==> config.mk <==
export PLATFORM = sky130hd
export DESIGN_NAME = ttk_fifo
export DESIGN_NICKNAME = d
export VERILOG_FILES = /design/src/ttk_fifo.sv
export SDC_FILE = /design/constraint.sdc
export NUM_CORES = 1
export LEC_CHECK = 0
export BUFFER_PORTS_ARGS = -buffer_cell sky130_fd_sc_hd__buf_2
export CAP_MARGIN = 20
export CORE_MARGIN = 2
export CORE_UTILIZATION = 48
export DETAILED_ROUTE_END_ITERATION = 10
export PLACE_DENSITY = 0.74
export SLEW_MARGIN = 5
export SYNTH_ARGS = -nofsm -noshare
export SYNTH_HDL_FRONTEND = slang
export SYNTH_SLANG_ARGS = --single-unit
export TNS_END_PERCENT = 50
==> constraint.sdc <==
create_clock -name clk -period 1.71 [get_ports clk]
set_input_delay 0.0855 -clock clk [delete_from_list [all_inputs] [get_ports clk]]
set_output_delay 0.0855 -clock clk [all_outputs]
set_load 0.005 [all_outputs]
==> src/ttk_fifo.sv <==
// small register queue
module ttk_fifo #(
	parameter int WIDTH = 8,
	parameter int DEPTH = 2
) (
	input  logic             clk,
	input  logic             arst_n,
	input  logic             push,
	input  logic [WIDTH-1:0] wdata,
	output logic             full,
	input  logic             pop,
	output logic [WIDTH-1:0] rdata,
	output logic             empty
);

	localparam int AW = (DEPTH > 1) ? $clog2(DEPTH) : 1;

	logic [WIDTH-1:0] mem_q [DEPTH];
	logic [AW-1:0]    wptr_q;
	logic [AW-1:0]    rptr_q;
	logic [AW:0]      count_q;
	logic             do_push;
	logic             do_pop;

	assign full    = (count_q == (AW+1)'(DEPTH));
	assign empty   = (count_q == '0);
	assign do_push = push && !full;
	assign do_pop  = pop && !empty;
	assign rdata   = mem_q[rptr_q];

	always_ff @(posedge clk or negedge arst_n) begin
		if (!arst_n) begin
			wptr_q  <= '0;
			rptr_q  <= '0;
			count_q <= '0;
		end else begin
			if (do_push) begin
				wptr_q <= (wptr_q == AW'(DEPTH - 1)) ? '0 : wptr_q + 1'b1;
			end
			if (do_pop) begin
				rptr_q <= (rptr_q == AW'(DEPTH - 1)) ? '0 : rptr_q + 1'b1;
			end
			if (do_push && !do_pop) begin
				count_q <= count_q + 1'b1;
			end else if (do_pop && !do_push) begin
				count_q <= count_q - 1'b1;
			end
		end
	end

	always_ff @(posedge clk) begin
		if (do_push) begin
			mem_q[wptr_q] <= wdata;
		end
	end

endmodule

; ---- After elaboration in Yosys (flattened, before gate mapping)
; Memory sizes are Yosys's and may differ from the RTL's.
; Cells that the tools add are included.
[word_totals]
memories = 1
in_bits = 12
ramBits = 16
regBits = 4
output_inout_bits = 10
[classes]
n_addsub = 4
n_eq_ne = 1
n_mux = 6
reduce_logical = 10
[memory_table]
columns = name, words, word_bits, read_ports, rd_ports_with_merged_regs, write_ports, line
row1 = mem_q, 2, 8, 1, 0, 1, 18  ; logic [WIDTH-1:0] mem_q [DEPTH];
[ops]
columns = operator, n
row1 = 1-bit logical AND, 4
row2 = 1-bit zero test, 4
row3 = 1-bit 2-to-1 mux, 4
row4 = 2-bit 2-to-1 mux, 2
row5 = "1-bit adder, second input constant", 2
row6 = "2-bit by 1-bit adder with 2-bit output, second input constant", 1
row7 = "2-bit equality test, second input constant", 1
row8 = 2-bit zero test, 1
row9 = 2-bit nonzero test, 1
row10 = "2-bit by 1-bit subtractor with 2-bit output, second input constant", 1

; ---- Logic depth before layout (Yosys ltp)
[depth]
ltp_word = 7
ltp_mapped = 7
depth_no_buf = 7

; ---- Worst setup path after synthesis
; OpenSTA, ideal clock, no wires.
[synth_timing]
path_type = reg2reg
startpoint = register count_q[0]
endpoint = memory mem_q[0][0] (enable)
arrival_time_ps = 1022
required_ps = 1340
synth_period_minus_slack_ps = 1392
stages_incl_launch_ff = 4
setup_slack_ps = 318
path_cell_list = dfrtp_1 > nand2b_1 > nand2_2 > nor2_1
[synth_between]
elab_chain_len = 5
[synth_rtl]
columns = element, line
row1 = from (decl), 21  ; logic [AW:0] count_q;
row2 = from (signal assigned), 44  ; count_q <= count_q + 1'b1;
row3 = from (signal assigned), 46  ; count_q <= count_q - 1'b1;
row4 = 2-bit equality test, 25  ; assign full = (count_q == (AW+1)'(DEPTH));
row5 = 1-bit zero test, 27  ; assign do_push = push && !full;
row6 = 1-bit logical AND, 27
row7 = 1-bit 2-to-1 mux, 52  ; if (do_push) begin
row8 = 1-bit 2-to-1 mux (implied by the code), 53  ; mem_q[wptr_q] <= wdata;
row9 = to (decl), 18
; Every way passes these cells.

; ---- Final worst setup path
[layout_timing]
startpoint = register rptr_q
endpoint = output rdata[2]
[layout_between]
elab_chain_len = 1
[layout_rtl]
columns = element, line
row1 = from (decl), 20  ; logic [AW-1:0] rptr_q;
row2 = from (signal assigned), 41  ; rptr_q <= (rptr_q == AW'(DEPTH - 1)) ? '0 : rptr_q + 1'b1;
row3 = memory 2 x 8 bit, --
row4 = to (decl), 12  ; output logic [WIDTH-1:0] rdata,
; Every way passes these cells.

==> reports/qor.csv <==
metric,value,unit
status,"complete, no violations",
largest net degree at the start of global routing,12,
fraction of final layout cells sized beyond drive strength 1,0.380,
Syn Nets,57,
wire per inst,13.2,um
crit-path cells,mux2_2 -> buf_2,
core region area,1520,um2
worst hold slack,0.0857,ns
CTS Root Cell,clkbuf_4,
Post-DP HPWL,835,um
worst rel slew slack,0.723,
post-route ant nets,0,
GPL Wtd Cong,0.716,
clock-pin slew on the worst setup and hold paths,0.10,ns
Residual DRC,0,
Slew @ Worst Pin,0.416,ns
CTS resizes,0,
final wirelength,1.25,mm
Final Power,1.50,mW
Peak VDD IR,0.934,mV
Yosys Warn Count,0,
Via density,4.92,
crit-path max FO,9,
cell family with most CP delay,flip-flops,
sequential fraction of the synthesis area,0.742,
Buffers & Inverters on Critical Path,1,
Period minus WS final,1.49,ns
simple-gate portion of the synthesized area,0.0384,
max-slew violation count,0,
Fmax,0.672,GHz
number of global-route vias before repair,454,
chip width,44.4,um
Crit-path slowest cell,dfrtp_1,
Synth Area in Compound Gates,0.00640,
site row count,14,
syn_area_per_cell,17.8,um2
post-synthesis xor/xnor area fraction,0.0656,
Critical Path Source Type,flop,
setup bufs post-CTS,0,
final-report hold violation count,0,
initial antenna violation count,0,
Final period util,0.870,
dominant cell type by area after synthesis,edfxtp_1,
CTS sink cnt,20,
synthesized area,782,um2
Mapped Cells,44,
Pre-antenna DRT Iters,5,
Boundary Pins,22,
number of fill cells,113,
worst min path class,in2reg,
PortBufs,21,
die footprint,1970,um2
GRT Overall Usage,0.139,
"flops & latches, synth",20,
post-synthesis mux area share,0.115,
largest family of logic cells by synthesized area,multiplexers,
Synth Area in Adders,0.0160,
Clock Path Buffers,2,
height of the die,44.4,um
"Core Util, Final",0.678,
Final nets,93,
final setup vio count,0,
setup TNS,0,ns
Area Overhead vs Synth,32.2,%
Inserted Diodes,0,
max incr delay on CP,0.61,ns
RSZ-0062 raised after global routing,no,
Setup crit end kind,output pin,
skew final,0.00694,ns
Leak,0.437,nW
WP data required,1.62,ns
first-pass GRT wire length,1.89,mm
arrival time at the worst endpoint,1.40,ns
Starting Density,0.513,
placed insts,82,
CTS tree,done,
hold-fix buffers at CTS,9,
Vias,467,
H-tree lvl count,1,
Layout Cells excl Fill,95,
# Max-Cap Violations,0,
total CTS buffers,3,
post-synth top area share,0.614,
power density over the cells,1450,nW/um2
initial DRC count,13,
CP Class,reg2out,
"top cells by area, synth","edfxtp_1 (61%), dfrtp_1 (13%), mux2_1 (8.6%), mux2_2 (2.9%), xnor2_1 (2.2%)",
Synth cell types,15,
Worst-Skew Late Latency,0.29,ns
Overflow after GRT,0,
-- synth_stat cells --
library cell / instances
ha_1: 1
o21ai_1: 1
xnor2_2: 1
mux2_2: 2
inv_1: 2
nand2_2: 1
nand2b_1: 1
nor2_1: 3
and3_1: 1
dfrtp_1: 4
mux2_1: 6
buf_2: 1
edfxtp_1: 16
xnor2_1: 2
xor2_1: 2
-- worst paths after layout --
check | startpoint | to | slack, ns | depth (start not counted)
setup / recovery | rptr_q | rdata[2] | 0.22 | 2
hold / removal | push | wptr_q | 0.09 | 3
setup reg to reg | count_q[0] | count_q[1] | 0.24 | 6
hold reg to reg | count_q[1] | count_q[1] | 0.54 | 1
max in group asynchronous | arst_n | wptr_q | 1.47 | 2
min in group asynchronous | arst_n | count_q[0] | 0.12 | 2
-- per-stage QoR --
stage / area, um2 / setup slack [ns]
after floorplan: 782 / 0.318
after global placement: 917 / 0.287
after detailed placement: 917 / 0.255
after CTS: 1030 / 0.193
after global routing: 1030 / 0.133
final: 1030 / 0.222
-- worst register-to-register path, stage by stage (launching register included) --
cell      delay [ns]
dfrtp_1         0.45
nand2b_1        0.21
nand2_2         0.12
inv_1           0.05
ha_1            0.30
nor2_1          0.13
xor2_1          0.15
-- placed cells by master (no fill, tap or decap) --
master         count
dlygate4sd3_1      9
buf_4              2
dfrtp_1            4
nand2b_1           1
inv_1              2
xor2_1             2
buf_2             21
nor2_1             3
edfxtp_1          16
mux2_2             2
ha_1               1
o21ai_1            1
and3_1             1
xnor2_2            1
clkbuf_4           3
clkbuf_1           1
mux2_1             6
xnor2_1            2
nand2_2            1
-- flip-flops by register name (all words and copies together), names as in the netlist --
name	cells
count_q	2
mem_q	16
rptr_q	1
wptr_q	1
-- layout make-up --
class	instances	area [um2]	area share
Inverter	2	7.51	0.00726
Sequential cell	20	581	0.562
Timing Repair Buffer	32	210	0.203
Clock buffer	4	26.3	0.0254
Multi-Input combinational cell	21	189	0.183
Tap cell	16	20.0	0.0194
-- where the power goes --
| group | switching [mW] | internal (mW) |
|---|---|---|
| logic | 0.208 | 0.280 |
| clock network | 0.130 | 0.0905 |
| registers | 0.112 | 0.680 |
| total | 0.449 | 1.05 |
-- cell families (layout without fill, tap and decap cells) --
family | Yosys count | after routing
adder cells (fa/ha/maj) | 1 | 1
AND/OR/NAND/NOR | 6 | 6
XOR/XNOR | 5 | 5
flip-flops | 20 | 20
AO/OA/AOI/OAI | 1 | 1
multiplexers | 8 | 8
buffers and inverters | 3 | 38
-- routing by layer --
layer	part of all wire	GRT usage	vias to the layer above
met2	0.54	0.256	14
li1	-	-	230
met5	0	0	-
met4	0.0072	0.0545	0
met1	0.41	0.152	221
met3	0.044	0.0367	2
No activity file was read; power rests on OpenSTA's default activity.
