--- src/ttk_pkg.sv ---
// shared types, codes and the pattern match function of the keystroke mapper
package ttk_pkg;

	localparam int LIM_W = 9;

	localparam logic [1:0] OP_XLATE    = 2'd0;
	localparam logic [1:0] OP_LD_ASCII = 2'd1;
	localparam logic [1:0] OP_LD_COMBO = 2'd2;
	localparam logic [1:0] OP_LD_UTF8  = 2'd3;

	localparam logic [1:0] REG_COMBO_COUNT = 2'd0;
	localparam logic [1:0] REG_ASCII_COUNT = 2'd1;
	localparam logic [1:0] REG_UTF8_COUNT  = 2'd2;

	typedef enum logic [2:0] {
		CMD_XLATE,
		CMD_LD_ASCII,
		CMD_LD_COMBO,
		CMD_LD_UTF8,
		CMD_DROP
	} cmd_kind_t;

	typedef struct packed {
		cmd_kind_t   kind;
		logic [6:0]  idx;
		logic [63:0] word;
		logic [31:0] text;
	} item_t;

	typedef struct packed {
		logic [7:0] key_code;
		logic [7:0] modifier_bits;
		logic       key_valid;
		logic [2:0] bytes_consumed;
		logic       last_of_run;
	} res_t;

	typedef struct packed {
		logic [LIM_W-1:0] combo_lim;
		logic [LIM_W-1:0] ascii_lim;
		logic [LIM_W-1:0] utf8_lim;
	} lim_t;

	typedef enum logic [2:0] {
		BK_IDLE,
		BK_COMBO,
		BK_ASCII_RD,
		BK_ASCII_CHK,
		BK_UTF8,
		BK_EMIT1,
		BK_EMIT2
	} bk_state_t;

	function automatic logic [2:0] match_len(input logic [31:0] pat, input logic [31:0] txt);
		logic [2:0] n;
		logic       stop;
		logic       miss;
		int         j;
		n = 3'd0;
		stop = 1'b0;
		miss = 1'b0;
		for (j = 0; j < 4; j++) begin
			if (!stop && !miss) begin
				if (pat[8*j +: 8] == 8'd0) begin
					stop = 1'b1;
				end else if (pat[8*j +: 8] != txt[8*j +: 8]) begin
					miss = 1'b1;
				end else begin
					n = n + 3'd1;
				end
			end
		end
		return miss ? 3'd0 : n;
	endfunction

endpackage

--- src/ttk_front.sv ---
// front end: accepts items, classifies them and stages them for the command queue
module ttk_front #(
	parameter int COMBO_ENTRIES = 64,
	parameter int ASCII_ENTRIES = 128,
	parameter int UTF8_ENTRIES  = 128
) (
	input  logic                clk,
	input  logic                arst_n,
	input  logic                push,
	output logic                full,
	input  logic [1:0]          opcode,
	input  logic [6:0]          entry_index,
	input  logic [63:0]         entry_word,
	input  logic [31:0]         text,
	output logic                q_push,
	output ttk_pkg::item_t      q_wdata,
	input  logic                q_full
);

	ttk_pkg::item_t item_s1;
	ttk_pkg::item_t item_d;
	logic           vld_s1;
	logic           accept;

	always_comb begin
		item_d.idx  = entry_index;
		item_d.word = entry_word;
		item_d.text = text;
		case (opcode)
			ttk_pkg::OP_XLATE: begin
				item_d.kind = ttk_pkg::CMD_XLATE;
			end
			ttk_pkg::OP_LD_ASCII: begin
				item_d.kind = (int'(entry_index) < ASCII_ENTRIES) ?
					ttk_pkg::CMD_LD_ASCII : ttk_pkg::CMD_DROP;
			end
			ttk_pkg::OP_LD_COMBO: begin
				item_d.kind = (int'(entry_index) < COMBO_ENTRIES) ?
					ttk_pkg::CMD_LD_COMBO : ttk_pkg::CMD_DROP;
			end
			ttk_pkg::OP_LD_UTF8: begin
				item_d.kind = (int'(entry_index) < UTF8_ENTRIES) ?
					ttk_pkg::CMD_LD_UTF8 : ttk_pkg::CMD_DROP;
			end
			default: begin
				item_d.kind = ttk_pkg::CMD_DROP;
			end
		endcase
	end

	assign full    = vld_s1 && q_full;
	assign accept  = push && !full;
	assign q_push  = vld_s1;
	assign q_wdata = item_s1;

	always_ff @(posedge clk or negedge arst_n) begin
		if (!arst_n) begin
			vld_s1 <= 1'b0;
		end else if (accept) begin
			vld_s1 <= 1'b1;
		end else if (!q_full) begin
			vld_s1 <= 1'b0;
		end
	end

	always_ff @(posedge clk) begin
		if (accept) begin
			item_s1 <= item_d;
		end
	end

endmodule

--- config.mk ---
export PLATFORM = sky130hd
export DESIGN_NAME = ttk_front
export DESIGN_NICKNAME = d
export VERILOG_FILES = /design/src/ttk_pkg.sv /design/src/ttk_front.sv
export SDC_FILE = /design/constraint.sdc
export NUM_CORES = 1
export LEC_CHECK = 0
export ABC_AREA = 1
export BUFFER_PORTS_ARGS = -buffer_cell sky130_fd_sc_hd__buf_2
export CAP_MARGIN = 0
export CORE_UTILIZATION = 35
export DETAILED_ROUTE_END_ITERATION = 7
export PLACE_DENSITY = 0.72
export SLEW_MARGIN = 5
export SYNTH_ARGS = -nofsm -noshare
export SYNTH_HDL_FRONTEND = slang
export SYNTH_SLANG_ARGS = --single-unit
--- constraint.sdc ---
create_clock -name clk -period 3.6 [get_ports clk]
set_input_delay 0.36 -clock clk [delete_from_list [all_inputs] [get_ports clk]]
set_output_delay 0.36 -clock clk [all_outputs]
set_load 0.005 [all_outputs]
Word level (Yosys, flattened, before mapping)
Cells that the tools add are included.
Word-level totals
  register bits after elaboration: 107
Cells by class
  order comparisons: 1
  eq/ne operators: 4
  muxes and demuxes: 4
  reduce and logical (&&, ||, !) cells: 4
Operators by type and width (count)
  3-bit one-hot mux with 4 select lines: 1
  7-bit < comparator, second input constant: 1
  2-bit equality test, second input constant: 2
  3-bit 2-to-1 mux: 1
  2-bit by 1-bit equality test with 1-bit output, second input constant: 1
  1-bit logical AND: 2
  2-bit logical NOT: 1
  1-bit 2-to-1 mux: 2
  2-bit by 1-bit != test with 1-bit output, second input constant: 1
  1-bit logical NOT: 1

Longest topological paths before layout
  word-level depth: 4
  depth in mapped cells: 3
  gate-level depth less buffers: 3

Least setup slack after synthesis
Ideal clock, no wire load.
  kind: register to register
  start point: reg vld_s1, in the netlist q_push
  end point: reg item_s1 (netlist bit q_wdata[0]), enable pin
  setup time: 0.487 ns
  data arrival time: 3.199 ns
  data required time: 3.113 ns
  slack: -0.085 ns
  cell stages (with the launch flop): 4
  clock period less this slack: 3.685 ns
  cell sequence: dfrtp_1 > nand2_1 > inv_2 > nor2_2
Between the ends
  longest elaborated chain between the ends: 3
Ends and longest elaborated chain
  start: declaration: line ttk_front.sv:22  | logic vld_s1;
  start signal: assignment: line ttk_front.sv:58  | vld_s1 <= 1'b0;
  start signal: assignment: line ttk_front.sv:60  | vld_s1 <= 1'b1;
  start signal: assignment: line ttk_front.sv:62  | vld_s1 <= 1'b0;
  1-bit logical AND: line ttk_front.sv:51  | assign full = vld_s1 && q_full;
  net full: line ttk_front.sv:10  | output logic full,
  1-bit logical NOT: line ttk_front.sv:52  | assign accept = push && !full;
  1-bit logical AND: line ttk_front.sv:52
  net accept: line ttk_front.sv:23  | logic accept;
  end signal: assignment: line ttk_front.sv:68  | item_s1 <= item_d;
  end: declaration: line ttk_front.sv:20  | ttk_pkg::item_t item_s1;
The timed path passes the listed nets, and every way through them passes these cells.
A chain may end at the register's enable or synchronous reset.

Final worst setup path
  start point: reg vld_s1, in the netlist q_push
  end point: reg item_s1 (netlist bit q_wdata[3]), enable pin
Between the ends
  longest elaborated chain between the ends: 3
Ends and longest elaborated chain (line)
  1-bit logical AND: ttk_front.sv:51
  1-bit logical NOT: ttk_front.sv:52
  1-bit logical AND: ttk_front.sv:52
  net accept: ttk_front.sv:23
The timed path passes the listed nets, and every way through them passes these cells.

==> results_tabular.tex <==
\begin{tabular}{lr}
\hline
Metric & Value \\
\hline
\multicolumn{2}{l}{\textbf{Logic synthesis}} \\
\quad Fraction of synthesized cell area taken by the top area cell type & 0.977 \\
\quad Sequential-to-total area share from yosys stat & 0.984 \\
\quad Total nets after synthesis & 227 \\
\quad Number of synthesized register bits & $\sim$110 \\
\quad Largest cells by area after synthesis & sky130\_fd\_sc\_hd\_\_edfxtp\_1 98\%, sky130\_fd\_sc\_hd\_\_dfrtp\_1 0.77\%, sky130\_fd\_sc\_hd\_\_nor2\_2 0.38\%, sky130\_fd\_sc\_hd\_\_nand2\_1 0.35\%, sky130\_fd\_sc\_hd\_\_a21oi\_2 0.27\% \\
\quad Number of instances in the synthesized netlist & roughly 120 \\
\quad Mapped Avg Cell Area & around 28 um2 \\
\quad Synthesis Warnings & 0 \\
\quad Number of unique standard cell types used by synthesis & 8 \\
\quad Cell type with the highest aggregate area in the netlist & sky130\_fd\_sc\_hd\_\_edfxtp\_1 \\
\quad Post-synthesis instance area & about 0.0033 mm2 \\
\multicolumn{2}{l}{\textbf{Min path}} \\
\quad Hold Path Class & input port to flip-flop \\
\multicolumn{2}{l}{\textbf{Setup path}} \\
\quad Peak per-stage delay on the critical path & between 0.6 and 0.7 ns \\
\quad Slowest-stage cell, CP & sky130\_fd\_sc\_hd\_\_nor2\_4 \\
\quad Data arrival time at the worst-slack endpoint & approximately 2.0 ns \\
\quad Cells along the critical path & nand2\_1, inv\_2, nor2\_4, buf\_4 \\
\quad Launching element type of the critical path & flip-flop \\
\quad Required time at the worst-slack endpoint & between 3 and 4 ns \\
\quad Crit Path Class & flip-flop to flip-flop \\
\quad Delay-heaviest family, CP & simple AND/OR/NAND/NOR gates \\
\quad Critical-path maximum fanout & 33 \\
\quad Kind of end point of the critical path & flip-flop \\
\quad Buffers and inverters on the worst path & 2 \\
\multicolumn{2}{l}{\textbf{Placement}} \\
\quad Cell Area, Placed & about 0.0045 mm2 \\
\quad Port Buf Inserts & about 220 \\
\quad DP Cell Count & 443 \\
\quad Half-perimeter wire length of the detailed placement result & 5530 um \\
\quad Routability cong. & between 0.7 and 0.8 \\
\multicolumn{2}{l}{\textbf{Detailed routing}} \\
\quad Routed Wire Length & approximately 7200 um \\
\quad Average wire length per cell after detail routing & around 16 um \\
\quad Total met2 wirelength after detailed routing & $\sim$3800 um \\
\quad Via count of the routed design & 1999 \\
\quad DRC violations left & 12 \\
\quad Routed length on met3 & just under 900 um \\
\quad Number of routed nets with antenna violations & 0 \\
\quad First-pass iteration count of the detailed router & 6 \\
\quad Met1 wire length & 2420 um \\
\quad Highest Signal Layer & met4 \\
\quad Number of vias per cell after detailed routing & between 4 and 5 \\
\quad Drt first-iter violations & 38 \\
\multicolumn{2}{l}{\textbf{Global routing}} \\
\quad Total global routing overflow & 0 \\
\quad Via count of the first global-routing pass & about 2100 \\
\quad Antenna violations before repair & 0 \\
\quad Total global routing track utilization & 0.148 \\
\quad Maximum number of pins on one net before global-route repair & 56 \\
\quad First-pass GRT wire length & around 10000 um \\
\multicolumn{2}{l}{\textbf{Power}} \\
\quad Leakage power total & slightly above 2 nW \\
\quad Pwr/cell area & about 490 mW/mm2 \\
\quad Peak supply drop & slightly above 0.3 mV \\
\multicolumn{2}{l}{\textbf{Timing}} \\
\quad Worst setup skew after layout & slightly above 0.009 ns \\
\quad Final count of pins violating max slew & 0 \\
\quad Endpoints failing setup & 0 \\
\quad Setup tns final & 0 ns \\
\quad Worst slew pin tran & $\sim$0.9 ns \\
\quad Total count of hold-check failures in the final report & 0 \\
\quad RSZ-0062 raised after global routing & no \\
\quad Share of the cycle needed by the critical path after routing & 0.544 \\
\quad F\_max & around 0.51 GHz \\
\quad Relative slew slack & 0.383 \\
\quad Final critical path time including I/O delays and setup & roughly 2.0 ns \\
\multicolumn{2}{l}{\textbf{Floorplan}} \\
\quad Die area & 0.00970 mm2 \\
\quad Area of the core region & $\sim$0.009 mm2 \\
\quad Top-Level Pins & $\sim$220 \\
\quad Die boundary width & a little under 100 um \\
\quad Standard-cell row count & 34 \\
\quad Initial cell density of the core & 0.368 \\
\quad Die Y & just under 100 um \\
\multicolumn{2}{l}{\textbf{Flow run}} \\
\quad Total of max-cap violations & 0 \\
\multicolumn{2}{l}{\textbf{Clock network}} \\
\quad CTS-repair resized insts & 0 \\
\quad Buffer depth of the longest clock path & 2 \\
\quad Htree depth & 3 \\
\quad TritonCTS Sinks & between 100 and 150 \\
\quad Clock latency at the later pin of the worst-skew pair & around 0.36 ns \\
\quad Total clock buffers created by CTS & 9 \\
\quad Clock slew seen by the registers of the worst setup and hold paths & around 0.10 ns \\
\quad Clock tree from TritonCTS & yes \\
\quad Clock root buffer & sky130\_fd\_sc\_hd\_\_clkbuf\_8 \\
\multicolumn{2}{l}{\textbf{Final layout}} \\
\quad Final net count & approximately 460 \\
\quad Relative area change from synthesis to final layout & 43.8\% \\
\quad Filler cell count in the final layout & roughly 760 \\
\quad Final Cell Area & approximately 0.0047 mm2 \\
\quad Commonest non-fill, non-tap cell in the layout & sky130\_fd\_sc\_hd\_\_buf\_2 \\
\quad Ant diodes & 0 \\
\quad Final Non-Filler Cells & 460 \\
\quad Ratio of cells with drive above 1 in the final layout & 0.679 \\
\quad Top library cells by usage in the layout, fill and taps aside & 216 x sky130\_fd\_sc\_hd\_\_buf\_2, 106 x sky130\_fd\_sc\_hd\_\_edfxtp\_1, 9 x sky130\_fd\_sc\_hd\_\_clkbuf\_8 \\
\multicolumn{2}{l}{\textbf{Run status}} \\
\quad Failing checks & DRC \\
\quad Run status & finished, violations left \\
\hline
\end{tabular}
[worst reg2reg max path, delay by kind of cell, from the launching register on]
family / cells / cell delay (ns)
AND/OR/NAND/NOR: 2 / 0.78
flip-flops: 1 / 0.39
buffers and inverters: 2 / 0.47
[synth_stat cells, drive strengths merged]
cell type,instances
a21oi,1
clkbuf,1
dfrtp,1
edfxtp,106
inv,4
nand2,3
nor2,2
[per-layer routing]
layer / GRT usage / vias to the layer above
li1: - / 920
met5: 0 / -
met3: 0.0766 / 10
met1: 0.143 / 936
met2: 0.265 / 133
met4: 0.0620 / 0
[cells by family after synthesis]
logic type	count (synthesis)	share of synthesized area
AOI/OAI and AO/OA	1	0.00269
and+or+nand+nor	5	0.00729
buffers and inverters	5	0.00576
DFF	107	0.984
[repair_timing]
item / 4_1_cts / 5_1_grt
endpoints found under the hold margin: 1 / 0
hold buffers: 1 / 0
setup buffers: 0 / 0
[final timing paths]
check | startpoint | endpoint | slack, ns | depth (start not counted)
hold / removal | entry_word[13] | q_wdata[45] | 0.17 | 1
hold reg to reg | q_push | q_push | 0.53 | 2
max in group asynchronous | arst_n | q_push | 3.22 | 2
setup / recovery | q_push | q_wdata[3] | 1.64 | 4
min in group asynchronous | arst_n | q_push | 0.29 | 2
setup reg to reg | q_push | q_wdata[3] | 1.64 | 4
[registers in the layout (all words and copies together) (netlist names)]
register	flops
q_wdata	106
q_push	1
[power breakdown]
group | total, mW | switching [mW] | internal (mW)
Clock | 0.657 | 0.400 | 0.257
Sequential | 1.47 | 0.0154 | 1.45
Combinational | 0.174 | 0.0861 | 0.0874
[area by class of cell]
type	instances	area, um2	area share
inverter	4	15.0	0.00320
tap	108	135	0.0288
multi-input combinational	6	37.5	0.00801
clock inverter	7	50.0	0.0107
sequential	107	3210	0.684
timing repair buffer	219	1120	0.239
clock buffer	9	124	0.0264
[through the flow]
stage	utilization	hold WS [ns]	total power [mW]	worst slack [ns]
global route	0.530	0.133	2.39	1.49
CTS	0.530	0.144	2.33	1.60
floorplan	-	0.0644	1.54	1.11
global placement	0.509	0.136	1.66	1.58
detailed placement	0.509	0.141	1.67	1.52
finish	0.530	0.166	2.30	1.64
No activity file was read; power rests on OpenSTA's default activity.
